**config.mk**
```make
export PLATFORM = sky130hd
export DESIGN_NAME = nwt_front
export DESIGN_NICKNAME = d
export VERILOG_FILES = /design/src/rtl/nwt_pkg.sv /design/src/rtl/nwt_front.sv
export SDC_FILE = /design/constraint.sdc
export NUM_CORES = 1
export LEC_CHECK = 0
export ABC_AREA = 1
export BUFFER_PORTS_ARGS = -buffer_cell sky130_fd_sc_hd__buf_2
export CORE_MARGIN = 5
export CORE_UTILIZATION = 25
export CTS_CLUSTER_SIZE = 25
export DETAILED_ROUTE_END_ITERATION = 10
export GPL_TIMING_DRIVEN = 0
export PLACE_DENSITY = 0.38
export SYNTH_ARGS = -nofsm -noshare
export SYNTH_HDL_FRONTEND = slang
export SYNTH_SLANG_ARGS = --single-unit
```
**constraint.sdc**
```tcl
create_clock -name clk -period 17.5 [get_ports clk]
set_clock_uncertainty 0.2 [all_clocks]
set_input_delay 3.5 -clock clk [delete_from_list [all_inputs] [get_ports clk]]
set_output_delay 3.5 -clock clk [all_outputs]
set_load 0.02 [all_outputs]
```
**src/rtl/nwt_pkg.sv**
```systemverilog
package nwt_pkg;

  // Default configuration of the table
  localparam int DEF_MAX_POINTS = 256;
  localparam int DEF_COORD_BITS = 20;

  // Corner scale register, unsigned Q2.8
  localparam int         SCALE_W     = 10;
  localparam logic [9:0] SCALE_RESET = 10'd307;

  // Offset = (size * scale + ROUND_BIAS) >> OFF_SHIFT: half size times scale, rounded half up
  localparam int ROUND_BIAS = 256;
  localparam int OFF_SHIFT  = 9;

  // Depth of the command queue between the front and back parts
  localparam int QUEUE_DEPTH = 2;

  localparam int REQ_W    = 2;
  localparam int STATUS_W = 2;

  typedef enum logic [REQ_W-1:0] {
    OP_CLEAR = 2'd0,
    OP_ADD   = 2'd1,
    OP_QUERY = 2'd2,
    OP_NONE  = 2'd3
  } op_t;

  typedef enum logic [STATUS_W-1:0] {
    ST_OK    = 2'd0,
    ST_FULL  = 2'd1,
    ST_EMPTY = 2'd2
  } status_t;

endpackage

```
**src/rtl/nwt_front.sv**
```systemverilog
module nwt_front
  import nwt_pkg::*;
#(
  parameter int COORD_BITS = DEF_COORD_BITS,
  parameter int IN_W       = ((5 * DEF_COORD_BITS - 2 + 7) / 8) * 8,
  parameter int CMD_W      = REQ_W + 5 * DEF_COORD_BITS
) (
  input  logic               clk,
  input  logic               rst,
  input  logic               cfg_we,
  input  logic [SCALE_W-1:0] cfg_wdata,
  input  logic               s_tvalid,
  output logic               s_tready,
  input  logic [REQ_W-1:0]   s_tuser,
  input  logic [IN_W-1:0]    s_tdata,
  output logic               q_push,
  input  logic               q_full,
  output logic [CMD_W-1:0]   q_wdata
);

  localparam int C      = COORD_BITS;
  localparam int SIZE_W = C - 1;
  localparam int PROD_W = C + SCALE_W;

  logic [SCALE_W-1:0] corner_scale;
  logic [C-1:0]       pos_x;
  logic [C-1:0]       pos_y;
  logic [C-1:0]       pos_z;
  logic [SIZE_W-1:0]  foot_width;
  logic [SIZE_W-1:0]  foot_depth;
  logic [PROD_W-1:0]  prod_x;
  logic [PROD_W-1:0]  prod_z;
  logic [C-1:0]       off_x;
  logic [C-1:0]       off_z;
  op_t                op;

  always_ff @(posedge clk) begin
    if (rst) begin
      corner_scale <= SCALE_RESET;
    end else if (cfg_we) begin
      corner_scale <= cfg_wdata;
    end
  end

  assign pos_x      = s_tdata[0 +: C];
  assign pos_y      = s_tdata[C +: C];
  assign pos_z      = s_tdata[2*C +: C];
  assign foot_width = s_tdata[3*C +: SIZE_W];
  assign foot_depth = s_tdata[3*C+SIZE_W +: SIZE_W];

  // Scaled half sizes; they fit in C bits unsigned
  assign prod_x = PROD_W'(foot_width) * PROD_W'(corner_scale) + PROD_W'(ROUND_BIAS);
  assign prod_z = PROD_W'(foot_depth) * PROD_W'(corner_scale) + PROD_W'(ROUND_BIAS);
  assign off_x  = prod_x[OFF_SHIFT +: C];
  assign off_z  = prod_z[OFF_SHIFT +: C];

  assign op = op_t'(s_tuser);

  assign s_tready = !q_full;
  assign q_push   = s_tvalid && !q_full;
  assign q_wdata  = {off_z, off_x, pos_z, pos_y, pos_x, op};

endmodule

```
=== After elaboration in Yosys (flattened, before gate mapping) ===
Cells that the tools add are included.
W data, S select, Z words.

* Equality and inequality tests: 0
* Bitwise logic cells: 0
* Add/sub/neg operators: 2
* Shift-type cells: 0
* Multipliers: 2
* Order comparisons: 0
* Multiplexer cells: 0
* Reduce and logical (&&, ||, !) cells: 2
* Div/mod/pow operators: 0

{| class="wikitable"
|+ Operator list
! operator !! number
|-
| $add A29 B9 Y29 const B || 2
|-
| $mul A19 B10 Y29 || 2
|-
| $logic_and A1 B1 Y1 || 1
|-
| $logic_not A1 Y1 || 1
|}

* Input port bits: 121
* Memories: 0
* Bits in read-only memories: 0
* Bits in latches: 0
* Word-level logic and storage cells: 7
* Flip-flop bits (word level): 10
* Output and inout port bits: 104
* RAM bits: 0

=== Depth between registers and ports, before layout ===
Gate-level depths: netlist (run 1).

* Depth after elaboration: 2
* Gate-level depth with buffers: 25
* Gate-level depth less buffers: 23

=== Worst setup path before layout (run 1) ===
No wires, ideal clock.

* Path kind: input-to-output
* From: input port s_tdata[66]
* To: output port q_wdata[69]
* Data arrival time: 7.787 ns
* Stages: 17
* Path buffers: 1
* Setup slack: 6.013 ns
* Cells stage by stage: clkbuf_1 -> nand2_1 -> fa_1 -> inv_1 -> fa_1 -> fa_1 -> fa_1 -> inv_1 -> fa_1 -> inv_1 -> ha_1 -> nand2_1 -> inv_1 -> a21oi_1 -> nand3_1 -> a21oi_1 -> xor2_1

* Word-level cells in the longest chain between the ends: 2

{| class="wikitable"
|+ RTL lines
! what !! line !! source
|-
| from (decl) || nwt_front.sv:15 || <nowiki>input logic [IN_W-1:0] s_tdata,</nowiki>
|-
| $mul A19 B10 Y29 || nwt_front.sv:52 || <nowiki>assign prod_x = PROD_W'(foot_width) * PROD_W'(corner_scale) + PROD_W'(ROUND_BIAS);</nowiki>
|-
| $add A29 B9 Y29 || nwt_front.sv:52 ||
|-
| to (decl) || nwt_front.sv:18 || <nowiki>output logic [CMD_W-1:0] q_wdata</nowiki>
|}

Every way passes these cells.

=== Worst setup path after layout (run 1) ===
* From: input port s_tdata[69]
* To: output port q_wdata[80]

Same word-level chain as after synthesis.

==> results of run 1 <==
==> tightest hold or removal path, cell delays in order (launching register included) <==
cell,delay (ps)
dfxtp_1,300
buf_6,160
nand2_1,70
nand3_1,60
==> kinds of logic (layout without fill, tap and decap cells) <==
family	after synthesis	count (layout)
adder cells (fa/ha/maj)	418	418
AO/OA/AOI/OAI	106	106
other	0	5
flip-flops	10	10
AND/OR/NAND/NOR	735	735
buffers and inverters	679	801
XOR/XNOR	26	26
==> cell usage in the layout, fill, tap and decap left out, types with 3 or more instances in the layout <==
cell type  instances
nand2_1          569
inv_1            534
fa_1             270
ha_1             148
buf_2            120
nor2_1            81
buf_4             65
clkbuf_1          62
a21oi_1           56
nand3_1           43
o21ai_0           26
xor2_1            22
nor3_1            15
buf_1             11
dfxtp_1           10
nand4_1            8
nand2_2            8
o21bai_1           8
a21o_1             6
diode_2            5
xnor2_1            4
nand3b_1           3
clkbuf_16          3
==> metrics by stage <==
step,hold slack (ps),utilization,area (um^2)
2_1_floorplan,351,-,14000
3_3_place_gp,442,0.281,15500
4_1_cts,455,0.283,15600
6_report,445,0.283,15600
5_1_grt,495,0.283,15600
3_5_place_dp,448,0.281,15500
==> cell type report <==
cell class,count,area [um^2],share of cell area
diodes,5,12.5,0.000800
plain buffers,141,783,0.0501
flip-flops and latches,10,200,0.0128
repair buffers,118,591,0.0378
clock buffers,4,88.8,0.00568
well taps,748,936,0.0598
multi-input cells,1285,11000,0.704
inverters,538,2020,0.129
==> metal layers <==
metal  part of all wire  vias to the layer above
met1               0.47                     5962
met2               0.48                      198
li1                   -                     5851
met4             0.0055                        4
met5            0.00046                        -
met3              0.045                       22
==> path summary, 6_finish.rpt <==
kind                         from         endpoint  cells past startpoint
setup / recovery      s_tdata[69]      q_wdata[80]                     20
hold / removal    corner_scale[1]  corner_scale[1]                      3
setup reg to reg  corner_scale[2]  corner_scale[2]                      3
hold reg to reg   corner_scale[1]  corner_scale[1]                      3
==> flow_summary_export.csv, run 1 <==
group,metric,value,unit
clock_network,clk_pin_slew_worst_paths,40,ps
placement,pre_cts_ws,5300,ps
clock_network,ctsResizeCount,0,
logic_synthesis,syn_area_per_cell,7.10,um^2
worst_setup_path,cp-end-kind,"output port",
worst_setup_path,start_kind,"input port",
finish,largest_register_ffs,10,
clock_network,cts-htree-levels,1,
sta,fmax,81.9,MHz
finish,fillCellCount,6209,
finish,layout.cells.non_filler,2849,
sta,setup_viol,0,
drt,num_vias,12000,
logic_synthesis,synth-seq-cells,10,
finish,reg_top3,"corner_scale x10",
drt,drcViolationCount,0,
floorplan,die_y,247,um
clock_network,cts_sinks,10,
worst_setup_path,arrival,8510,ps
global_route,grt_max_degree,11,
logic_synthesis,synth_xor_area_frac,0.0163,
finish,drive_gt1_frac,0.100,
drt,wire_per_inst,15.3,um
worst_setup_path,cp_top_family,"adder cells",
logic_synthesis,yosysMostFrequentCell,"nand2_1",
clock_network,numCtsBuffers,3,
logic_synthesis,synth_edf_count,0,
logic_synthesis,syn_nets,2513,
clock_network,hold_buffers,0,
sta,worst_pin_slew,1050,ps
logic_synthesis,synth_top_family_by_area,"adder cells",
logic_synthesis,synth.area.top_cells,"fa_1 (39%), nand2_1 (15%), inv_1 (14%), ha_1 (13%), buf_4 (3.5%)",
global_route,use_met2,0.248,
sta,rsz0062_at_grt,"false",
finish,area_delta_synth_final,11.6,%
logic_synthesis,yosysSeqAreaShare,0.0143,
global_route,grt_pass1_wl,70700,um
logic_synthesis,synthFlopType,"dfxtp_1",
sta,maxSlewViolCount,0,
drt,drt-initial-drc-count,560,
clock_network,cts_root_buf,"clkbuf_16",
drt,ant_nets,0,
worst_setup_path,cp_num_buf_inv,5,
floorplan,die-area,60900,um^2
logic_synthesis,async_flop_share,0,
global_route,grt_use_met1,0.204,
sta,timing.final.crit_period,12210,ps
drt,viasPerCell,4.22,
logic_synthesis,synthMuxAreaShare,0,
global_route,busiest_layer,"met2",
logic_synthesis,synth_area,14000,um^2
worst_setup_path,crit_required,13800,ps
floorplan,rows,86,
worst_setup_path,cp_max_fo,10,
global_route,grt_usage,0.144,
logic_synthesis,yosys.area_share.simple,0.209,
worst_setup_path,path_class,"in2out",
logic_synthesis,synthTopCellsByCount,"nand2_1 (569), inv_1 (534), fa_1 (270), ha_1 (148), nor2_1 (81)",
worst_setup_path,slowest_stage,"fa_1",
worst_setup_path,max_stage_delay,580,ps
outcome,outcome,"completed",
placement,post-dp-hpwl,38500,um
sta,period_share,0.698,
placement,place_congestion,0.835,
floorplan,coreArea,55300,um^2
placement,port_buffers,118,
drt,drt-pass1-iter-count,5,
floorplan,initial_core_util,0.253,
worst_setup_path,crit_top_cell,"fa_1",
logic_synthesis,synth_compound_area_frac,0.0421,
clock_network,cts_setup_buffers,0,
sta,finalSetupTns,0,ps
job,max_cap_violations,0,
worst_hold_path,hp-class,"reg2reg",
logic_synthesis,ys_types,35,
global_route,grt_pass1_vias,12700,
floorplan,die_width,247,um
floorplan,ioPinCount,225,
global_route,grt_use_met3,0.0196,
logic_synthesis,yosys.area.top_type,"fa_1",
global_route,grt_overflow_total,0,
logic_synthesis,yosys_warnings,0,
placement,dp.cells,2840,
drt,wirelength,43600,um
sta,timing_hold_violations_final,0,
finish,top_register,"corner_scale",
finish,layout.nets,2636,
logic_synthesis,synthCells,1974,
sta,setup_ws,5290,ps
clock_network,clock_latency,230,ps
clock_network,cts_tree,"done",
logic_synthesis,synth-adder-area-share,0.518,
logic_synthesis,synth_top_area_share,0.386,
worst_setup_path,crit_chain,"clkbuf_1 > nand2_1 > fa_1 > inv_1 > fa_1 > fa_1 > fa_1 > inv_1 > fa_1 > inv_1 > ha_1 > a21oi_1 > o21ai_0 > a21oi_1 > nor2_1 > nor2_1 > nand2_1 > nand2_1 > nand2_1 > buf_2",
worst_setup_path,reg2reg_slack,15780,ps
sta,slew_headroom,0.302,
global_route,antenna_found_initial,7,
clock_network,clock_path_buffers,2,
Power of run 1 is not shown: default switching activity piles up to over one toggle a cycle in this logic, so the estimate is an artifact.
==> run 2, diff against run 1 <==
- ABC_AREA: 1 -> 0
- clock period: 17.5 -> 11.77 ns (I/O delays scaled with it)
==> run 2 against run 1 <==
First-iteration DRC count fell by 24%. Worst hold slack got worse by 54 ps. Via count fell by 14%. Highest routed layer is now met4. Cell count fell by 18%. Cell area fell by 6.6%. Core utilization barely moved. Largest cell class unchanged. Non-clock buffer count did not move. Critical endpoint is now q_wdata[98].
==> flow_summary_export.csv, run 2 <==
group,metric,value,unit
outcome,outcome,"completed",
finish,final_util,0.283,
finish,area_delta_synth_final,11.7,%
placement,port_buffers,119,
floorplan,coreArea,51600,um^2
clock_network,ctsResizeCount,0,
clock_network,cts_tree,"done",
clock_network,clk_pin_slew_worst_paths,40,ps
drt,drt-initial-drc-count,426,
logic_synthesis,synth_compound_area_frac,0.0659,
clock_network,clock_latency,240,ps
logic_synthesis,synth_area,13100,um^2
sta,fmax,95.3,MHz
global_route,grt_usage,0.134,
drt,wirelength,38000,um
floorplan,die-area,57000,um^2
floorplan,ioPinCount,225,
finish,largest_register_ffs,10,
logic_synthesis,synthCells,1536,
global_route,grt_pass1_vias,11000,
logic_synthesis,synthFlopType,"dfxtp_1",
worst_setup_path,reg2reg_slack,10210,ps
sta,maxSlewViolCount,0,
worst_setup_path,cp_max_fo,10,
sta,timing_hold_violations_final,0,
clock_network,hold_buffers,0,
clock_network,clock_path_buffers,2,
floorplan,die_y,239,um
logic_synthesis,synth-adder-area-share,0.554,
logic_synthesis,yosysMostFrequentCell,"inv_1",
sta,rsz0062_at_grt,"false",
sta,setup_viol,0,
floorplan,rows,83,
worst_setup_path,arrival,7940,ps
worst_setup_path,crit_chain,"clkbuf_1 > nand2_1 > fa_1 > inv_1 > fa_1 > fa_1 > fa_1 > inv_1 > fa_1 > inv_1 > ha_1 > and3_1 > and3_1 > nand3_1 > o22ai_2 > nor3_1 > or4_1 > o311ai_1 > buf_2",
global_route,grt_overflow_total,0,
drt,wire_per_inst,16.2,um
placement,post-dp-hpwl,32800,um
finish,layout_common_cells,"inv_1 (300), fa_1 (270), nand2_1 (231)",
logic_synthesis,synthTopCellsByCount,"inv_1 (300), fa_1 (270), nand2_1 (231), and2_1 (172), ha_1 (148)",
finish,drive_gt1_frac,0.122,
worst_setup_path,max_stage_delay,590,ps
finish,fillCellCount,5626,
worst_setup_path,crit_top_cell,"fa_1",
finish,reg_top3,"corner_scale x10",
finish,top_register,"corner_scale",
worst_setup_path,path_class,"in2out",
logic_synthesis,synthMuxAreaShare,0.00382,
global_route,grt_max_degree,11,
clock_network,cts_root_buf,"clkbuf_16",
placement,place_congestion,0.821,
sta,hold_slack,391,ps
drt,drcViolationCount,0,
worst_hold_path,hp-class,"reg2reg",
worst_hold_path,hold_path_end,"corner_scale[4]",
clock_network,cts-htree-levels,1,
logic_synthesis,yosysSeqAreaShare,0.0153,
logic_synthesis,ys_types,65,
global_route,grt_pass1_wl,61700,um
logic_synthesis,yosys_warnings,0,
logic_synthesis,synth-seq-cells,10,
logic_synthesis,syn_nets,2075,
worst_setup_path,r2r-end,"corner_scale[2]",
logic_synthesis,yosys.area_share.simple,0.193,
logic_synthesis,syn_area_per_cell,8.52,um^2
floorplan,die_width,239,um
global_route,antenna_found_initial,4,
clock_network,cts_setup_buffers,0,
worst_setup_path,cp-end-kind,"output port",
logic_synthesis,synth.area.top_cells,"fa_1 (41%), ha_1 (14%), inv_1 (8.6%), and2_1 (8.2%), nand2_1 (6.6%)",
sta,worst_pin_slew,875,ps
job,max_cap_violations,0,
clock_network,numCtsBuffers,3,
worst_setup_path,start_kind,"input port",
worst_hold_path,hold_path_depth,2,
sta,timing.final.crit_period,10490,ps
logic_synthesis,synth_edf_count,0,
sta,finalSetupTns,0,ps
worst_setup_path,r2r_start,"corner_scale[2]",
drt,viasPerCell,4.43,
worst_setup_path,slowest_stage,"fa_1",
floorplan,initial_core_util,0.254,
clock_network,cts_sinks,10,
drt,drt-pass1-iter-count,5,
worst_setup_path,crit_path_start,"s_tdata[91]",
logic_synthesis,synth_xor_area_frac,0.0234,
logic_synthesis,synth_top_area_share,0.413,
drt,num_vias,10400,
finish,layout.nets,2199,
finish,final_common_cell,"inv_1",
worst_setup_path,reg2reg_depth,3,
worst_hold_path,worstHoldStart,"corner_scale[4]",
worst_setup_path,crit_required,9220,ps
logic_synthesis,yosys.area.top_type,"fa_1",
sta,period_share,0.891,
logic_synthesis,synth_top_family_by_area,"adder cells",
logic_synthesis,async_flop_share,0,
sta,slew_headroom,0.417,
drt,ant_nets,0,
## run 2: changes by cell type after synthesis, sizes merged, moves of 16 or more
cell and delta:
inv -236, nand3 -35, nor2 -53, nand2 -347
xnor2 +19, and2 +172, a21oi -16
## run 2: worst max path at each step
| stage | slack [ps] | end | cells after the start |
|---|---|---|---|
| 2_1_floorplan | 1910 | q_wdata[98] | 18 |
| 3_3_place_gp | 1240 | q_wdata[98] | 19 |
| 3_5_place_dp | 1260 | q_wdata[98] | 19 |
| 4_1_cts | 1230 | q_wdata[98] | 19 |
| 5_1_grt | 960 | q_wdata[98] | 19 |
| 6_report | 1280 | q_wdata[98] | 19 |
## run 2: metal layers
metal  global-route usage  vias up  share of wire
li1                     -     4840              -
met1                0.193     5294           0.46
met2                0.231      215           0.49
met3               0.0125       13          0.044
met4              0.00643        0         0.0047
met5                    0        -              0
## run 2: metrics by stage
step | std cells | instance area (um^2) | setup slack, ps
6_report | 2340 | 14600 | 1280
5_1_grt | 2338 | 14600 | 957
4_1_cts | 2338 | 14600 | 1230
3_5_place_dp | 2335 | 14500 | 1260
3_3_place_gp | 2335 | 14500 | 1240
2_1_floorplan | 1536 | 13100 | 1910
## run 2: area by class of cell
class | count | area [um^2] | share of cell area
antenna | 2 | 5.00 | 0.000342
buffer | 140 | 762 | 0.0521
clock buffer | 3 | 75.1 | 0.00514
inverter | 300 | 1130 | 0.0771
multi-input combinational | 1086 | 11000 | 0.753
sequential | 10 | 200 | 0.0137
tap | 680 | 851 | 0.0582
timing repair buffer | 119 | 596 | 0.0408
## run 2: critical path: cells and delay by family
family                   cells  cell delay (ps)
adder cells (fa/ha/maj)      6             2940
AND/OR/NAND/NOR              6             1420
buffers and inverters        5              820
AO/OA/AOI/OAI                2              370
## run 2: cells by family (layout without fill, tap and decap cells)
kind of cell | count (synthesis) | in the layout
xor+xnor | 35 | 35
mux | 5 | 5
simple gates | 507 | 507
other cells | 0 | 2
buf+inv | 440 | 562
fa+ha+maj | 418 | 418
flops | 10 | 10
compound gates | 121 | 121
Power of run 2 is left out for the same reason.
==> run 3, diff against run 2 <==
- MAX_ROUTING_LAYER: unset -> met4
==> run 3 against run 2 <==
Core utilization about the same. Sequential share of layout area is essentially flat. Global-route usage increased by 0.40 points. Worst setup slack improved by 20 ps. Routed wire length hardly changed. Fmax up 0.19%. Critical path type unchanged. Highest routed layer unchanged.
==> flow_summary_export.csv, run 3 (synthesis results as in run 2) <==
group,metric,value,unit
sta,maxSlewViolCount,0,
worst_setup_path,crit_chain,"clkbuf_1 > nand2_1 > fa_1 > inv_1 > fa_1 > fa_1 > fa_1 > inv_1 > fa_1 > inv_1 > ha_1 > and3_1 > and3_1 > nand3_1 > o22ai_2 > nor3_1 > or4_1 > o311ai_1 > buf_2",
placement,place_congestion,0.833,
clock_network,ctsResizeCount,0,
floorplan,ioPinCount,225,
drt,num_vias,10400,
drt,drt-pass1-iter-count,5,
global_route,grt_pass1_vias,11000,
floorplan,coreArea,51600,um^2
sta,finalSetupTns,0,ps
drt,drcViolationCount,0,
worst_setup_path,path_class,"in2out",
global_route,grt_overflow_total,0,
clock_network,clk_pin_slew_worst_paths,40,ps
sta,timing.final.crit_period,10470,ps
floorplan,die_y,239,um
floorplan,rows,83,
sta,hold_slack,391,ps
sta,setup_ws,1300,ps
finish,reg_top3,"corner_scale x10",
finish,layout_common_cells,"inv_1 (300), fa_1 (270), nand2_1 (231)",
worst_setup_path,r2r-end,"corner_scale[2]",
finish,final_common_cell,"inv_1",
clock_network,cts_setup_buffers,0,
placement,port_buffers,119,
worst_setup_path,slowest_stage,"fa_1",
worst_setup_path,arrival,7920,ps
sta,rsz0062_at_grt,"false",
worst_hold_path,hold_path_depth,2,
worst_hold_path,worstHoldStart,"corner_scale[4]",
drt,drt-initial-drc-count,416,
worst_setup_path,r2r_start,"corner_scale[2]",
finish,final_util,0.283,
worst_setup_path,reg2reg_depth,3,
floorplan,die_width,239,um
drt,viasPerCell,4.44,
outcome,outcome,"completed",
drt,wirelength,38000,um
clock_network,hold_buffers,0,
worst_hold_path,hold_path_end,"corner_scale[4]",
clock_network,numCtsBuffers,3,
worst_setup_path,cp-end-kind,"output port",
global_route,grt_max_degree,11,
clock_network,cts_root_buf,"clkbuf_16",
sta,fmax,95.5,MHz
clock_network,cts_tree,"done",
sta,worst_pin_slew,854,ps
finish,drive_gt1_frac,0.122,
clock_network,clock_latency,240,ps
sta,slew_headroom,0.431,
placement,pre_cts_ws,1260,ps
finish,top_register,"corner_scale",
floorplan,initial_core_util,0.254,
drt,wire_per_inst,16.2,um
worst_setup_path,reg2reg_slack,10220,ps
worst_hold_path,hp-class,"reg2reg",
clock_network,clock_path_buffers,2,
worst_setup_path,crit_top_cell,"fa_1",
sta,period_share,0.890,
placement,post-dp-hpwl,32800,um
sta,setup_viol,0,
clock_network,cts_sinks,10,
clock_network,cts-htree-levels,1,
finish,largest_register_ffs,10,
worst_setup_path,start_kind,"input port",
global_route,antenna_found_initial,4,
floorplan,die-area,57000,um^2
finish,area_delta_synth_final,11.7,%
sta,timing_hold_violations_final,0,
job,max_cap_violations,0,
worst_setup_path,crit_required,9220,ps
finish,layout.nets,2199,
drt,ant_nets,0,
worst_setup_path,max_stage_delay,590,ps
global_route,grt_pass1_wl,61600,um
global_route,grt_usage,0.138,
worst_setup_path,cp_max_fo,10,
==> run 3: changes by cell type in the layout (fill, tap and decap cells not counted) <==
cell | previous run | this run
diode_2 | 2 | 3
==> run 3: per-layer routing <==
metal	vias to the layer above	wire, um	global-route usage
met4	0	165	0.00643
met1	5329	17400	0.192
met2	214	18700	0.231
li1	4839	-	-
met3	11	1790	0.0134
met5	-	0	-
==> run 3: worst max-delay path, delay by kind of cell <==
kind            cells  cell delay, ps
compound gates      2             360
buf+inv             5             810
fa+ha+maj           6            2940
simple gates        6            1420
==> run 3: cell type report <==
cell class	count	area (um^2)
clock buffer	3	75.1
multi-input combinational	1086	11000
antenna	3	7.51
buffer	140	762
sequential	10	200
inverter	300	1130
fill	5625	37000
tap	680	851
timing repair buffer	119	596
==> run 3: worst max-delay path by stage <==
stage | start | endpoint
after floorplan | s_tdata[93] | q_wdata[98]
after global placement | s_tdata[90] | q_wdata[98]
after detailed placement | s_tdata[91] | q_wdata[98]
after CTS | s_tdata[91] | q_wdata[98]
after global routing | s_tdata[91] | q_wdata[98]
final | s_tdata[91] | q_wdata[98]
==> run 3: metrics by stage <==
step                area [um^2]  instances
finish                    14600       2341
global route              14600       2339
CTS                       14600       2338
detailed placement        14500       2335
global placement          14500       2335
floorplan                 13100       1536
Power of run 3 is left out for the same reason.
