--- src/rtl/nwt_pkg.sv ---
package nwt_pkg;

  // Default configuration of the table
  localparam int DEF_MAX_POINTS = 256;
  localparam int DEF_COORD_BITS = 20;

  // Corner scale register, unsigned Q2.8
  localparam int         SCALE_W     = 10;
  localparam logic [9:0] SCALE_RESET = 10'd307;

  // Offset = (size * scale + ROUND_BIAS) >> OFF_SHIFT: half size times scale, rounded half up
  localparam int ROUND_BIAS = 256;
  localparam int OFF_SHIFT  = 9;

  // Depth of the command queue between the front and back parts
  localparam int QUEUE_DEPTH = 2;

  localparam int REQ_W    = 2;
  localparam int STATUS_W = 2;

  typedef enum logic [REQ_W-1:0] {
    OP_CLEAR = 2'd0,
    OP_ADD   = 2'd1,
    OP_QUERY = 2'd2,
    OP_NONE  = 2'd3
  } op_t;

  typedef enum logic [STATUS_W-1:0] {
    ST_OK    = 2'd0,
    ST_FULL  = 2'd1,
    ST_EMPTY = 2'd2
  } status_t;

endpackage

--- src/rtl/nwt_queue.sv ---
module nwt_queue
  import nwt_pkg::*;
#(
  parameter int WIDTH = REQ_W + 5 * DEF_COORD_BITS,
  parameter int DEPTH = QUEUE_DEPTH
) (
  input  logic             clk,
  input  logic             rst,
  input  logic             push,
  input  logic [WIDTH-1:0] wdata,
  output logic             full,
  input  logic             pop,
  output logic             valid,
  output logic [WIDTH-1:0] rdata
);

  localparam int PTR_W = (DEPTH > 1) ? $clog2(DEPTH) : 1;
  localparam int CNT_W = $clog2(DEPTH + 1);

  logic [WIDTH-1:0] slots [DEPTH];
  logic [PTR_W-1:0] wr_ptr;
  logic [PTR_W-1:0] rd_ptr;
  logic [CNT_W-1:0] fill;
  logic             do_push;
  logic             do_pop;

  assign full    = (fill == CNT_W'(DEPTH));
  assign valid   = (fill != '0);
  assign rdata   = slots[rd_ptr];
  assign do_push = push && !full;
  assign do_pop  = pop && valid;

  always_ff @(posedge clk) begin
    if (do_push) begin
      slots[wr_ptr] <= wdata;
    end
  end

  always_ff @(posedge clk) begin
    if (rst) begin
      wr_ptr <= '0;
      rd_ptr <= '0;
      fill   <= '0;
    end else begin
      if (do_push) begin
        wr_ptr <= (wr_ptr == PTR_W'(DEPTH - 1)) ? '0 : wr_ptr + 1'b1;
      end
      if (do_pop) begin
        rd_ptr <= (rd_ptr == PTR_W'(DEPTH - 1)) ? '0 : rd_ptr + 1'b1;
      end
      if (do_push && !do_pop) begin
        fill <= fill + 1'b1;
      end else if (do_pop && !do_push) begin
        fill <= fill - 1'b1;
      end
    end
  end

endmodule

--- config.mk ---
export PLATFORM = sky130hd
export DESIGN_NAME = nwt_queue
export DESIGN_NICKNAME = d
export VERILOG_FILES = /design/src/rtl/nwt_pkg.sv /design/src/rtl/nwt_queue.sv
export SDC_FILE = /design/constraint.sdc
export NUM_CORES = 1
export LEC_CHECK = 0
export BUFFER_PORTS_ARGS = -buffer_cell sky130_fd_sc_hd__clkbuf_2
export CAP_MARGIN = 20
export CORE_ASPECT_RATIO = 1.2
export CORE_UTILIZATION = 40
export DETAILED_ROUTE_END_ITERATION = 8
export MAX_ROUTING_LAYER = met4
export PLACE_DENSITY = 0.65
export SYNTH_ARGS = -nofsm -noshare
export SYNTH_HDL_FRONTEND = slang
export SYNTH_SLANG_ARGS = --single-unit
--- constraint.sdc ---
create_clock -name clk -period 6.3 [get_ports clk]
set_input_delay 0.315 -clock clk [delete_from_list [all_inputs] [get_ports clk]]
set_output_delay 0.315 -clock clk [all_outputs]
set_load 0.03 [all_outputs]
After elaboration in Yosys (flattened, before gate mapping). Memory sizes are Yosys's and may differ from the RTL's. A register that Yosys moved wholly into a read port is not among the register bits. Cells that the tools add are included.

Register bits: 4. Bits in latches: 0. Bits in writable memories: 204. Memory bits (read-only): 0. Input bits: 106. Output and inout port bits: 104. Word-level logic and storage cells: 26. Memories: 1.

Memory list: slots (depth 2, width 102, read ports 1, clocked after Yosys merged registers in 1, write ports 1, line nwt_queue.sv:20) `logic [WIDTH-1:0] slots [DEPTH];`.

Add/sub/neg operators: 4. $mul: 0. Divide/modulo/power cells: 0. Magnitude comparators: 0. Equal/unequal tests: 1. Shift operators: 0. Muxes and demuxes: 8. Bitwise operators: 0. Reduce and logical (&&, ||, !) cells: 9.

Operators with widths (number): 2-to-1 mux 1 bit (6); logical AND 1 bit (4); 2-to-1 mux 2 bit (2); nonzero test 2 bit (2); logical NOT 1 bit (3); adder 1 bit (second input constant) (2); adder 2 x 1 -> 2 bit (second input constant) (1); == test 2 bit (second input constant) (1); subtractor 2 x 1 -> 2 bit (second input constant) (1).

Logic depth before layout (Yosys ltp). Gate-level depths: netlist of run 1.

Depth after elaboration: 7. Gate-level depth with buffers: 6.

Worst setup path after synthesis of run 1. No wires, ideal clock.

Path type: reg2reg. From: register fill[1]. To: memory slots[1][0] in the netlist's numbering, enable pin. Library setup time: 0.473 ns. Data arrival time: 3.042 ns. Data required time: 5.827 ns. Slack: 2.786 ns. Cell stages (with the launch flop): 4. Buffers on the path: 0. Cell sequence: dfxtp_1 -> nor2b_2 -> nor2_1 -> and2_1.

Cells in the longest elaborated chain, start to end: 5.

RTL lines: start: declaration (line nwt_queue.sv:23) `logic [CNT_W-1:0] fill;`; start signal: assignment (line nwt_queue.sv:52) `fill <= fill + 1'b1;`; start signal: assignment (line nwt_queue.sv:54) `fill <= fill - 1'b1;`; == test 2 bit (line nwt_queue.sv:27) `assign full = (fill == CNT_W'(DEPTH));`; net full (line nwt_queue.sv:11) `output logic full,`; logical NOT 1 bit (line nwt_queue.sv:30) `assign do_push = push && !full;`; logical AND 1 bit (line nwt_queue.sv:30); 2-to-1 mux 1 bit (line nwt_queue.sv:34) `if (do_push) begin`; 2-to-1 mux 1 bit (not written as such) (line nwt_queue.sv:35) `slots[wr_ptr] <= wdata;`; end: declaration (line nwt_queue.sv:20).

The timed path passes the listed nets, and every way through them passes these cells.

==> results.sh, run 1 <==
export IMPL_port_buffers=209
export IMPL_finalCriticalPeriod_ps=2778
export IMPL_clk_pin_slew_ps=60
export IMPL_gp_congestion=0.6785
export IMPL_dpl_cell_count=795
export IMPL_maxCapViolations=0
export IMPL_drive_above_1_share=0.5636
export IMPL_cp_max_fo=44
export IMPL_cp_end_kind="primary output"
export IMPL_layout_nets=712
export IMPL_vdd_ir_drop_worst_uv=286.5
export IMPL_critical_path_class="reg -> out"
export IMPL_syn_area_um2=7602
export IMPL_synth_largest_area_cell="edfxtp_1"
export IMPL_p_per_area_nw_per_um2=431.8
export IMPL_antenna_cells=0
export IMPL_synth_seq_cells=209
export IMPL_grt_util_met2=0.2707
export IMPL_ff2ff_path_depth=4
export IMPL_slew_violations=0
export IMPL_skew_ps=6.954
export IMPL_dpl_hpwl_um=9055
export IMPL_grt_overflow=0
export IMPL_drtAntennaViolNets=0
export IMPL_min_path_type="in -> reg"
export IMPL_cts_root_buffer="clkbuf_16"
export IMPL_wl_per_cell_um=16.47
export IMPL_ys_seq_area_frac=0.8190
export IMPL_met3_usage=0.03150
export IMPL_ys_top_cells_by_area="edfxtp_1 (81%), mux2_2 (15%), dfxtp_1 (1.3%), buf_6 (1.2%), xor2_1 (0.35%)"
export IMPL_clockBufferDepth=3
export IMPL_via_per_inst=4.661
export IMPL_setup_viol=0
export IMPL_syn_to_final_growth_pct=31.29
export IMPL_firstDrtPassIters=4
export IMPL_drcViolationCount=0
export IMPL_cts_buffers=22
export IMPL_fin_util=0.5431
export IMPL_vias=4069
export IMPL_outcome="complete, no violations"
export IMPL_hold_depth=1
export IMPL_cts_resized=0
export IMPL_start_util=0.4137
export IMPL_ioPinCount=210
export IMPL_cts_tree="built"
export IMPL_die_area_um2=19560
export IMPL_routed_wl_um=14380
export IMPL_num_rows=54
export IMPL_rsz0062_at_grt="no"
export IMPL_busiest_layer="met2"
export IMPL_start_kind="flop"
export IMPL_synth_cell_types=16
export IMPL_ys_warn_count=0
export IMPL_track_usage=0.1500
export IMPL_required_ps=5980
export IMPL_clkLatencyLatePin_ps=490
export IMPL_leakage_nw=3.771
export IMPL_min_period_over_period=0.4410
export IMPL_worstMarginPinSlew_ps=917.7
export IMPL_finalSetupTns_ps=0
export IMPL_grt_max_degree=82
export IMPL_first_global_vias=4507
export IMPL_cp_arrival_ps=2460
export IMPL_die_x_um=127.9
export IMPL_met1_usage=0.1630
export IMPL_finalHoldViolations=0
export IMPL_relSlewSlack=0.3882
export IMPL_syn_num_nets=449
export IMPL_htreeDepth=1
export IMPL_synthCells=342
export IMPL_grt_pass1_wl_um=22170
export IMPL_yosysTopAreaCellShare=0.8058
export IMPL_antenna_found_initial=0
export IMPL_core_area_um2=18380
export IMPL_cts_sinks=209
export IMPL_avgSynthCellArea_um2=22.23
export IMPL_drt_initial_drc_count=179
export IMPL_die_y_um=153.0
export IMPL_final_cell_count_no_fill=873
export IMPL_n_fill_cell=1530
export IMPL_fmaxAchievable_mhz=360.0
==> power by group <==
group / switching [mW] / internal [mW] / total [mW]
registers: 0.0606 / 1.75 / 1.81
logic: 0.827 / 0.432 / 1.26
clock network: 0.492 / 0.748 / 1.24
total: 1.38 / 2.93 / 4.31
==> sequential cells by signal, summed over array words and instances, names as in the netlist, named ones only <==
signal  flops
fill        2
wr_ptr      1
slots     204
rd_ptr      1
==> cell usage after synthesis <==
cell and number:
edfxtp_1 204, and2_1 1, buf_4 1, nor2_1 4
dfxtp_1 5, mux2_2 102, o21ai_0 3, or3_1 2
xor2_1 3, buf_6 8, a21oi_1 2, ha_1 1
nor2b_2 1, buf_2 2, or2_2 1, inv_1 2
==> layout by cell type, fill, tap and decap left out, drive strengths merged <==
cell	n
buf	4
dfxtp	5
a21oi	2
edfxtp	204
clkbuf	244
mux2	102
or3	2
nor2	4
dlygate4sd3	37
o21ai	3
nor2b	1
and2	1
inv	2
or2	1
ha	1
xor2	3
bufinv	1
clkinv	4
==> critical path, stage by stage (launching register included) <==
cell	delay, ps
dfxtp_4	530
buf_4	510
buf_12	310
mux2_2	410
clkbuf_2	190
==> stage by stage <==
step           worst slack (ps)  hold WS, ps  instance area [um2]  power, mW
6_report                   3522        18.30                 9981      4.309
5_1_grt                    3338        1.676                 9981      4.485
4_1_cts                    3299      0.07716                 9941      4.353
3_5_place_dp               3731        507.8                 8887      3.092
3_3_place_gp               3820        472.9                 8887      3.065
2_1_floorplan              2786        384.1                 7602      2.774
==> area by class of cell <==
type / instances / area, um2 / area share
clock buffer: 35 / 650.6 / 0.06519
multi-input combinational: 120 / 1264 / 0.1266
clock inverter: 5 / 52.55 / 0.005265
tap: 252 / 315.3 / 0.03159
timing repair buffer: 250 / 1459 / 0.1462
sequential: 209 / 6230 / 0.6242
inverter: 2 / 10.01 / 0.001003
==> per-layer routing <==
metal | share of wire | vias to the layer above | routed length [um]
li1 | - | 1883 | -
met1 | 0.38 | 1994 | 5507
met2 | 0.53 | 162 | 7612
met3 | 0.066 | 30 | 950
met4 | 0.021 | 0 | 305
met5 | 0 | - | 0
==> path summary, 6_finish.rpt <==
check | startpoint | end | slack [ps]
setup / recovery | flop | rdata[40] | 3520
hold / removal | wdata[60] | slots[0][60] | 20
setup reg to reg | fill[0] | slots[0][32] | 3770
hold reg to reg | wr_ptr | wr_ptr | 520
==> cell families (layout without fill, tap and decap cells) <==
family	after synthesis	in the layout	synth area share
AOI/OAI and AO/OA	5	5	0.003291
DFF	209	209	0.8190
buffers and inverters	13	292	0.01514
xor gates and xnor gates	3	3	0.003457
adders and majority gates	1	1	0.001646
muxes	102	102	0.1511
and+or+nand+nor	9	9	0.006419
==> timing repair <==
action	in CTS	in global routing
endpoints found under the hold margin	69	4
hold buffers	35	2
buffers inserted	0	0
Power figures use the tool's default switching activity.
==> run 2: changes to the inputs <==
--- a/config.mk
+++ b/config.mk
@@ -5,13 +5,14 @@
 export SDC_FILE = /design/constraint.sdc
 export NUM_CORES = 1
 export LEC_CHECK = 0
+export ABC_AREA = 1
 export BUFFER_PORTS_ARGS = -buffer_cell sky130_fd_sc_hd__clkbuf_2
 export CAP_MARGIN = 20
 export CORE_ASPECT_RATIO = 1.2
 export CORE_UTILIZATION = 40
 export DETAILED_ROUTE_END_ITERATION = 8
 export MAX_ROUTING_LAYER = met4
-export PLACE_DENSITY = 0.65
+export PLACE_DENSITY = 0.67
 export SYNTH_ARGS = -nofsm -noshare
 export SYNTH_HDL_FRONTEND = slang
 export SYNTH_SLANG_ARGS = --single-unit
==> constraint.sdc (replaced) <==
create_clock -name clk -period 2.5 [get_ports clk]
set_input_delay 0.125 -clock clk [delete_from_list [all_inputs] [get_ports clk]]
set_output_delay 0.125 -clock clk [all_outputs]
set_load 0.03 [all_outputs]
==> run 2 against run 1 <==
Sequential share of layout area shrank 5.6 points. Wire length rose by 7.4%. Final area increased by 9.8%. Register-to-register slack got worse by 3000 ps. First-iteration DRC count grew 5.0%. Die area up 4.2%. Critical endpoint is now rdata[83]. Sequential cell count did not move. Combinational power increased to 2.6 times the previous value. Synthesized cell count is 3.5% higher. Setup slack worse by 3100 ps. Cell count increased by 10%. Critical path depth is 1 lower.
==> results.sh, run 2 <==
export IMPL_antenna_found_initial=3
export IMPL_gp_congestion=0.6500
export IMPL_track_usage=0.1523
export IMPL_grt_pass1_wl_um=23030
export IMPL_setup_viol=0
export IMPL_p_switching_mw=3.370
export IMPL_ys_warn_count=0
export IMPL_yosysTopAreaCellShare=0.7732
export IMPL_leakage_nw=4.342
export IMPL_postPlaceCellArea_um2=9325
export IMPL_largest_register="slots"
export IMPL_firstDrtPassIters=4
export IMPL_combPwrFrac=0.309
export IMPL_clk_pin_slew_ps=60
export IMPL_maxCapViolations=0
export IMPL_dpl_hpwl_um=9579
export IMPL_finalCriticalPeriod_ps=2066
export IMPL_wl_per_cell_um=16.07
export IMPL_ff2ff_path_depth=4
export IMPL_p_per_area_nw_per_um2=969.3
export IMPL_layout_nets=793
export IMPL_mostFrequentLayoutCells="clkbuf_2 (209), edfxtp_1 (204), dlygate4sd3_1 (104)"
export IMPL_reg2reg_to="slots[1][40]"
export IMPL_ys_seq_area_frac=0.7858
export IMPL_cts_buffers=21
export IMPL_grt_util_met2=0.2753
export IMPL_htreeDepth=1
export IMPL_largest_registers="slots (204), fill (2)"
export IMPL_vdd_ir_drop_worst_uv=704.6
export IMPL_final_area_um2=10960
export IMPL_cp_max_fo=17
export IMPL_synth_largest_area_cell="edfxtp_1"
export IMPL_clockBufferDepth=3
export IMPL_busiest_layer="met2"
export IMPL_first_global_vias=4666
export IMPL_slew_violations=0
export IMPL_synthAdderAreaFrac=0.001579
export IMPL_relSlewSlack=0.6375
export IMPL_layout_commonest_cell="clkbuf_2"
export IMPL_drive_above_1_share=0.4993
export IMPL_largest_reg_flops=204
export IMPL_synthCells=354
export IMPL_syn_num_nets=461
export IMPL_synth_xor_area_share=0
export IMPL_ioPinCount=210
export IMPL_synth_cell_types=15
export IMPL_required_ps=2380
export IMPL_cts_sinks=209
export IMPL_fmaxAchievable_mhz=484.1
export IMPL_fin_total_pwr_mw=10.62
export IMPL_finalHoldViolations=0
export IMPL_routed_wl_um=15440
export IMPL_switching_share=0.3172
export IMPL_die_area_um2=20380
export IMPL_clkPwrFrac=0.259
export IMPL_port_buffers=209
export IMPL_synth_most_common_cell="edfxtp_1"
export IMPL_synth_edf_count=204
export IMPL_final_cell_count_no_fill=961
export IMPL_die_x_um=130.5
export IMPL_seq_power_share=0.432
export IMPL_cts_resized=0
export IMPL_cp_end_kind="primary output"
export IMPL_synth_seq_cells=209
export IMPL_synth_compound_area_frac=0.003159
export IMPL_cp_arrival_ps=1940
export IMPL_skew_ps=11.29
export IMPL_ys_top_cells_by_area="edfxtp_1 (77%), mux2_4 (15%), mux2_2 (3.1%), dfxtp_1 (1.3%), buf_6 (1.1%)"
export IMPL_drcViolationCount=0
export IMPL_drt_initial_drc_count=188
export IMPL_synthTopCellsByCount="edfxtp_1 (204), mux2_4 (80), mux2_2 (22)"
export IMPL_clkLatencyLatePin_ps=480
export IMPL_num_rows=56
export IMPL_rsz0062_at_grt="no"
export IMPL_avgSynthCellArea_um2=22.38
export IMPL_ys_flop_type="edfxtp_1"
export IMPL_vias=4387
export IMPL_synth_top_family_by_area="multiplexers"
export IMPL_p_int_mw=7.254
export IMPL_start_kind="flop"
export IMPL_async_flop_share=0
export IMPL_muxShareOfSynthArea=0.1829
export IMPL_grt_overflow=0
export IMPL_cts_root_buffer="clkbuf_16"
export IMPL_drtAntennaViolNets=0
export IMPL_r2r_slack_ps=780
export IMPL_met1_usage=0.1620
export IMPL_finalSetupTns_ps=0
export IMPL_dpl_cell_count=820
export IMPL_worstMarginPinSlew_ps=542.4
export IMPL_cts_tree="built"
export IMPL_core_area_um2=19480
export IMPL_outcome="complete, no violations"
export IMPL_via_per_inst=4.565
export IMPL_start_util=0.4067
export IMPL_die_y_um=156.2
export IMPL_min_period_over_period=0.8263
export IMPL_syn_area_um2=7923
export IMPL_worst_r2r_startpoint="fill[1]"
export IMPL_grt_max_degree=64
export IMPL_yosys_area_share_simple=0.009160
export IMPL_endpoint="rdata[83]"
export IMPL_syn_to_final_growth_pct=38.34
export IMPL_met3_usage=0.03601
export IMPL_critical_path_class="reg -> out"
export IMPL_min_path_type="in -> reg"
## run 2: cell count changes in the layout (fill, tap and decap cells not counted), moves of 5 or more
cell,change
clkbuf_1,-5
dlygate4sd3_1,+67
inv_1,+7
mux2_2,-80
mux2_4,+80
nand2_1,+7
## run 2: metrics by stage
step,setup slack (ps),utilization,hold WS (ps)
after CTS,388.2,0.5623,90.10
after global placement,851.2,0.4787,315.3
after detailed placement,780.6,0.4787,318.3
final,434.2,0.5627,123.7
after floorplan,42.49,-,223.9
after global routing,344.1,0.5627,115.5
## run 2: power groups by stage
stage,Combinational [mW],Sequential (mW),Clock (mW)
after global placement,3.14,4.63,0
after CTS,3.32,4.59,2.86
after global routing,3.48,4.63,2.97
final,3.28,4.59,2.75
after detailed placement,3.18,4.66,0
after floorplan,2.42,4.61,0
## run 2: cell type report
cell class	instances	area, um2
timing repair buffer	320	2202
tap	261	326.6
sequential	209	6230
clock inverter	9	46.29
inverter	8	30.03
multi-input combinational	126	1578
fill	1542	8518
clock buffer	25	540.5
antenna	3	7.507
## run 2: cell families (layout without fill, tap and decap cells)
group,count (synthesis),after routing
compound gates,5,5
fa+ha+maj,1,1
buf+inv,19,362
flops,209,209
mux,102,102
other cells,0,3
simple gates,18,18
## run 2: worst min-delay path by stage
stage	from	end	slack, ps	cells after the start
global route	push	wr_ptr	120	4
global placement	wdata[2]	slots[1][2]	320	1
finish	push	wr_ptr	120	4
detailed placement	wdata[97]	slots[1][97]	320	1
CTS	push	wr_ptr	90	4
floorplan	wdata[0]	slots[0][0]	220	0
## run 2: per-layer routing
metal  part of all wire  vias up
met5                  0        -
met4              0.023        0
met3              0.064       31
met2               0.52      163
met1               0.40     2137
li1                   -     2056
## run 2: timing repair
action | CTS | global route
hold buffers | 104 | 0
buffers inserted | 0 | 0
hold endpoints to repair | 209 | 0
## run 2: critical path: stages (launching register included)
cell and delay (ps):
dfxtp_4 510, buf_4 360, mux2_2 380, clkbuf_2 180
==> run 3: changes to the inputs <==
--- a/config.mk
+++ b/config.mk
@@ -12,7 +12,7 @@
 export CORE_UTILIZATION = 40
 export DETAILED_ROUTE_END_ITERATION = 8
 export MAX_ROUTING_LAYER = met4
-export PLACE_DENSITY = 0.67
+export PLACE_DENSITY = 0.64
 export SYNTH_ARGS = -nofsm -noshare
 export SYNTH_HDL_FRONTEND = slang
 export SYNTH_SLANG_ARGS = --single-unit
==> constraint.sdc (replaced) <==
create_clock -name clk -period 2.1 [get_ports clk]
set_input_delay 0.105 -clock clk [delete_from_list [all_inputs] [get_ports clk]]
set_output_delay 0.105 -clock clk [all_outputs]
set_load 0.03 [all_outputs]
==> run 3 against run 2 <==
First-iteration DRC count grew 21%. Hold slack lost 100 ps. Clock power grew 17%. Core utilization is essentially flat. Sequential share of layout area is essentially flat. Total power grew 19%. Sequential cell count is the same. Sequential power grew 19%. Critical path depth is the same. Final area is essentially flat.
==> results.sh, run 3 (synthesized netlist as in run 2, its figures left out) <==
export IMPL_gp_congestion=0.7137
export IMPL_cp_slowest_cell="dfxtp_4"
export IMPL_worstMarginPinSlew_ps=481.6
export IMPL_cts_sinks=209
export IMPL_cp_end_kind="primary output"
export IMPL_ioPinCount=210
export IMPL_dpl_cell_count=819
export IMPL_clkLatencyLatePin_ps=490
export IMPL_routed_wl_um=14920
export IMPL_dp_worst_setup_slack_ps=531.6
export IMPL_start_util=0.4067
export IMPL_layout_nets=792
export IMPL_worst_r2r_startpoint="fill[1]"
export IMPL_maxCapViolations=0
export IMPL_syn_to_final_growth_pct=38.28
export IMPL_grt_max_degree=79
export IMPL_met2_length_um=8160
export IMPL_cp_arrival_ps=1910
export IMPL_mostFrequentLayoutCells="edfxtp_1 (204), clkbuf_2 (199), dlygate4sd3_1 (104)"
export IMPL_wl_met3_um=872
export IMPL_drt_initial_drc_count=228
export IMPL_cts_buffers=21
export IMPL_layout_commonest_cell="edfxtp_1"
export IMPL_final_area_um2=10960
export IMPL_cts_root_buffer="clkbuf_16"
export IMPL_drive_above_1_share=0.5014
export IMPL_die_x_um=130.5
export IMPL_port_buffers=209
export IMPL_ff2ff_path_depth=8
export IMPL_die_area_um2=20380
export IMPL_clk_pin_slew_ps=60
export IMPL_postPlaceCellArea_um2=9315
export IMPL_first_global_vias=4574
export IMPL_reg2reg_to="fill[1]"
export IMPL_drtAntennaViolNets=0
export IMPL_cp_max_fo=39
export IMPL_skew_ps=13.95
export IMPL_wl_per_cell_um=15.56
export IMPL_setup_slack_ps=81.35
export IMPL_start_kind="flop"
export IMPL_dpl_hpwl_um=9339
export IMPL_min_path_type="in -> reg"
export IMPL_track_usage=0.1484
export IMPL_antenna_found_initial=0
export IMPL_cts_setup_buffers=0
export IMPL_crit_chain="buf_12 -> mux2_2 -> clkbuf_2"
export IMPL_hold_ws_ps=20.93
export IMPL_endpoint="rdata[79]"
export IMPL_slowest_delay_ps=510
export IMPL_htreeDepth=1
export IMPL_finalHoldViolations=0
export IMPL_maxUsedRoutingLayer="met4"
export IMPL_die_y_um=156.2
export IMPL_relSlewSlack=0.6789
export IMPL_vias=4384
export IMPL_final_cell_count_no_fill=959
export IMPL_finalSetupTns_ps=0
export IMPL_min_period_over_period=0.9613
export IMPL_antenna_cells=0
export IMPL_vdd_ir_drop_worst_uv=799.2
export IMPL_outcome="complete, no violations"
export IMPL_grt_pass1_wl_um=22180
export IMPL_rsz0062_at_grt="yes"
export IMPL_via_per_inst=4.571
export IMPL_largest_reg_flops=204
export IMPL_drcViolationCount=0
export IMPL_finalCriticalPeriod_ps=2019
export IMPL_num_rows=56
export IMPL_setup_viol=0
export IMPL_largest_registers="slots (204), fill (2)"
export IMPL_fmaxAchievable_mhz=495.4
export IMPL_leakage_nw=4.336
export IMPL_r2r_slack_ps=630
export IMPL_largest_register="slots"
export IMPL_cts_tree="built"
export IMPL_n_fill_cell=1546
export IMPL_core_area_um2=19480
export IMPL_grt_overflow=0
export IMPL_slew_violations=0
export IMPL_required_ps=2000
export IMPL_wl_met1_um=5552
export IMPL_critical_path_class="reg -> out"
export IMPL_p_per_area_nw_per_um2=1150
export IMPL_firstDrtPassIters=4
export IMPL_clockBufferDepth=3
run 3: changes by cell type in the layout (fill, tap and decap cells not counted), moves of 2 or more:
cell | previous run | this run
diode_2 | 3 | 0
clkbuf_2 | 209 | 199
buf_2 | 0 | 10
dfxtp_1 | 4 | 2
buf_12 | 5 | 3
clkbuf_1 | 4 | 7
dfxtp_2 | 0 | 2
run 3: how the worst min path moves through the flow:
| stage | from | cells after the start | end | slack (ps) |
|---|---|---|---|---|
| 5_1_grt | push | 4 | wr_ptr | 30 |
| 3_5_place_dp | wdata[87] | 1 | slots[1][87] | 300 |
| 4_1_cts | push | 4 | wr_ptr | 3 |
| 6_report | push | 4 | wr_ptr | 20 |
| 3_3_place_gp | wdata[10] | 1 | slots[1][10] | 290 |
| 2_1_floorplan | wdata[0] | 0 | slots[0][0] | 200 |
run 3: through the flow:
step                power (mW)    util
floorplan                8.376       -
global placement         9.263  0.4782
detailed placement       9.341  0.4782
CTS                      12.76  0.5621
global route             13.14  0.5624
finish                   12.60  0.5624
run 3: critical path, delay by kind of cell, from the launching register on:
| family | cells | cell delay [ps] |
|---|---|---|
| mux | 1 | 380 |
| buf+inv | 2 | 490 |
| flops | 1 | 510 |
run 3: report_power, final:
group | leakage (nW) | internal [mW] | switching [mW]
combinational | 2.10 | 1.53 | 2.37
clock | 0.292 | 1.84 | 1.39
sequential | 1.95 | 5.28 | 0.188
total | 4.34 | 8.65 | 3.95
run 3: repair_timing:
action / 4_1_cts / 5_1_grt
endpoints found under the setup margin: 0 / 10
resized for setup: 0 / 11
hold endpoints to repair: 209 / 0
hold buffers: 104 / 0
run 3: final cells by class:
cell class                 instances  area, um2  share of cell area
clock inverter                     8      40.04            0.003655
sequential                       209       6232              0.5689
timing repair buffer             319       2190              0.1999
multi-input combinational        126       1585              0.1447
clock buffer                      28      551.8             0.05037
tap                              261      326.6             0.02981
inverter                           8      30.03            0.002741
run 3: routing by layer:
metal | global-route usage | vias to the layer above
li1 | - | 2056
met2 | 0.2730 | 136
met4 | 0.05638 | 0
met1 | 0.1524 | 2166
met5 | - | -
met3 | 0.03155 | 26
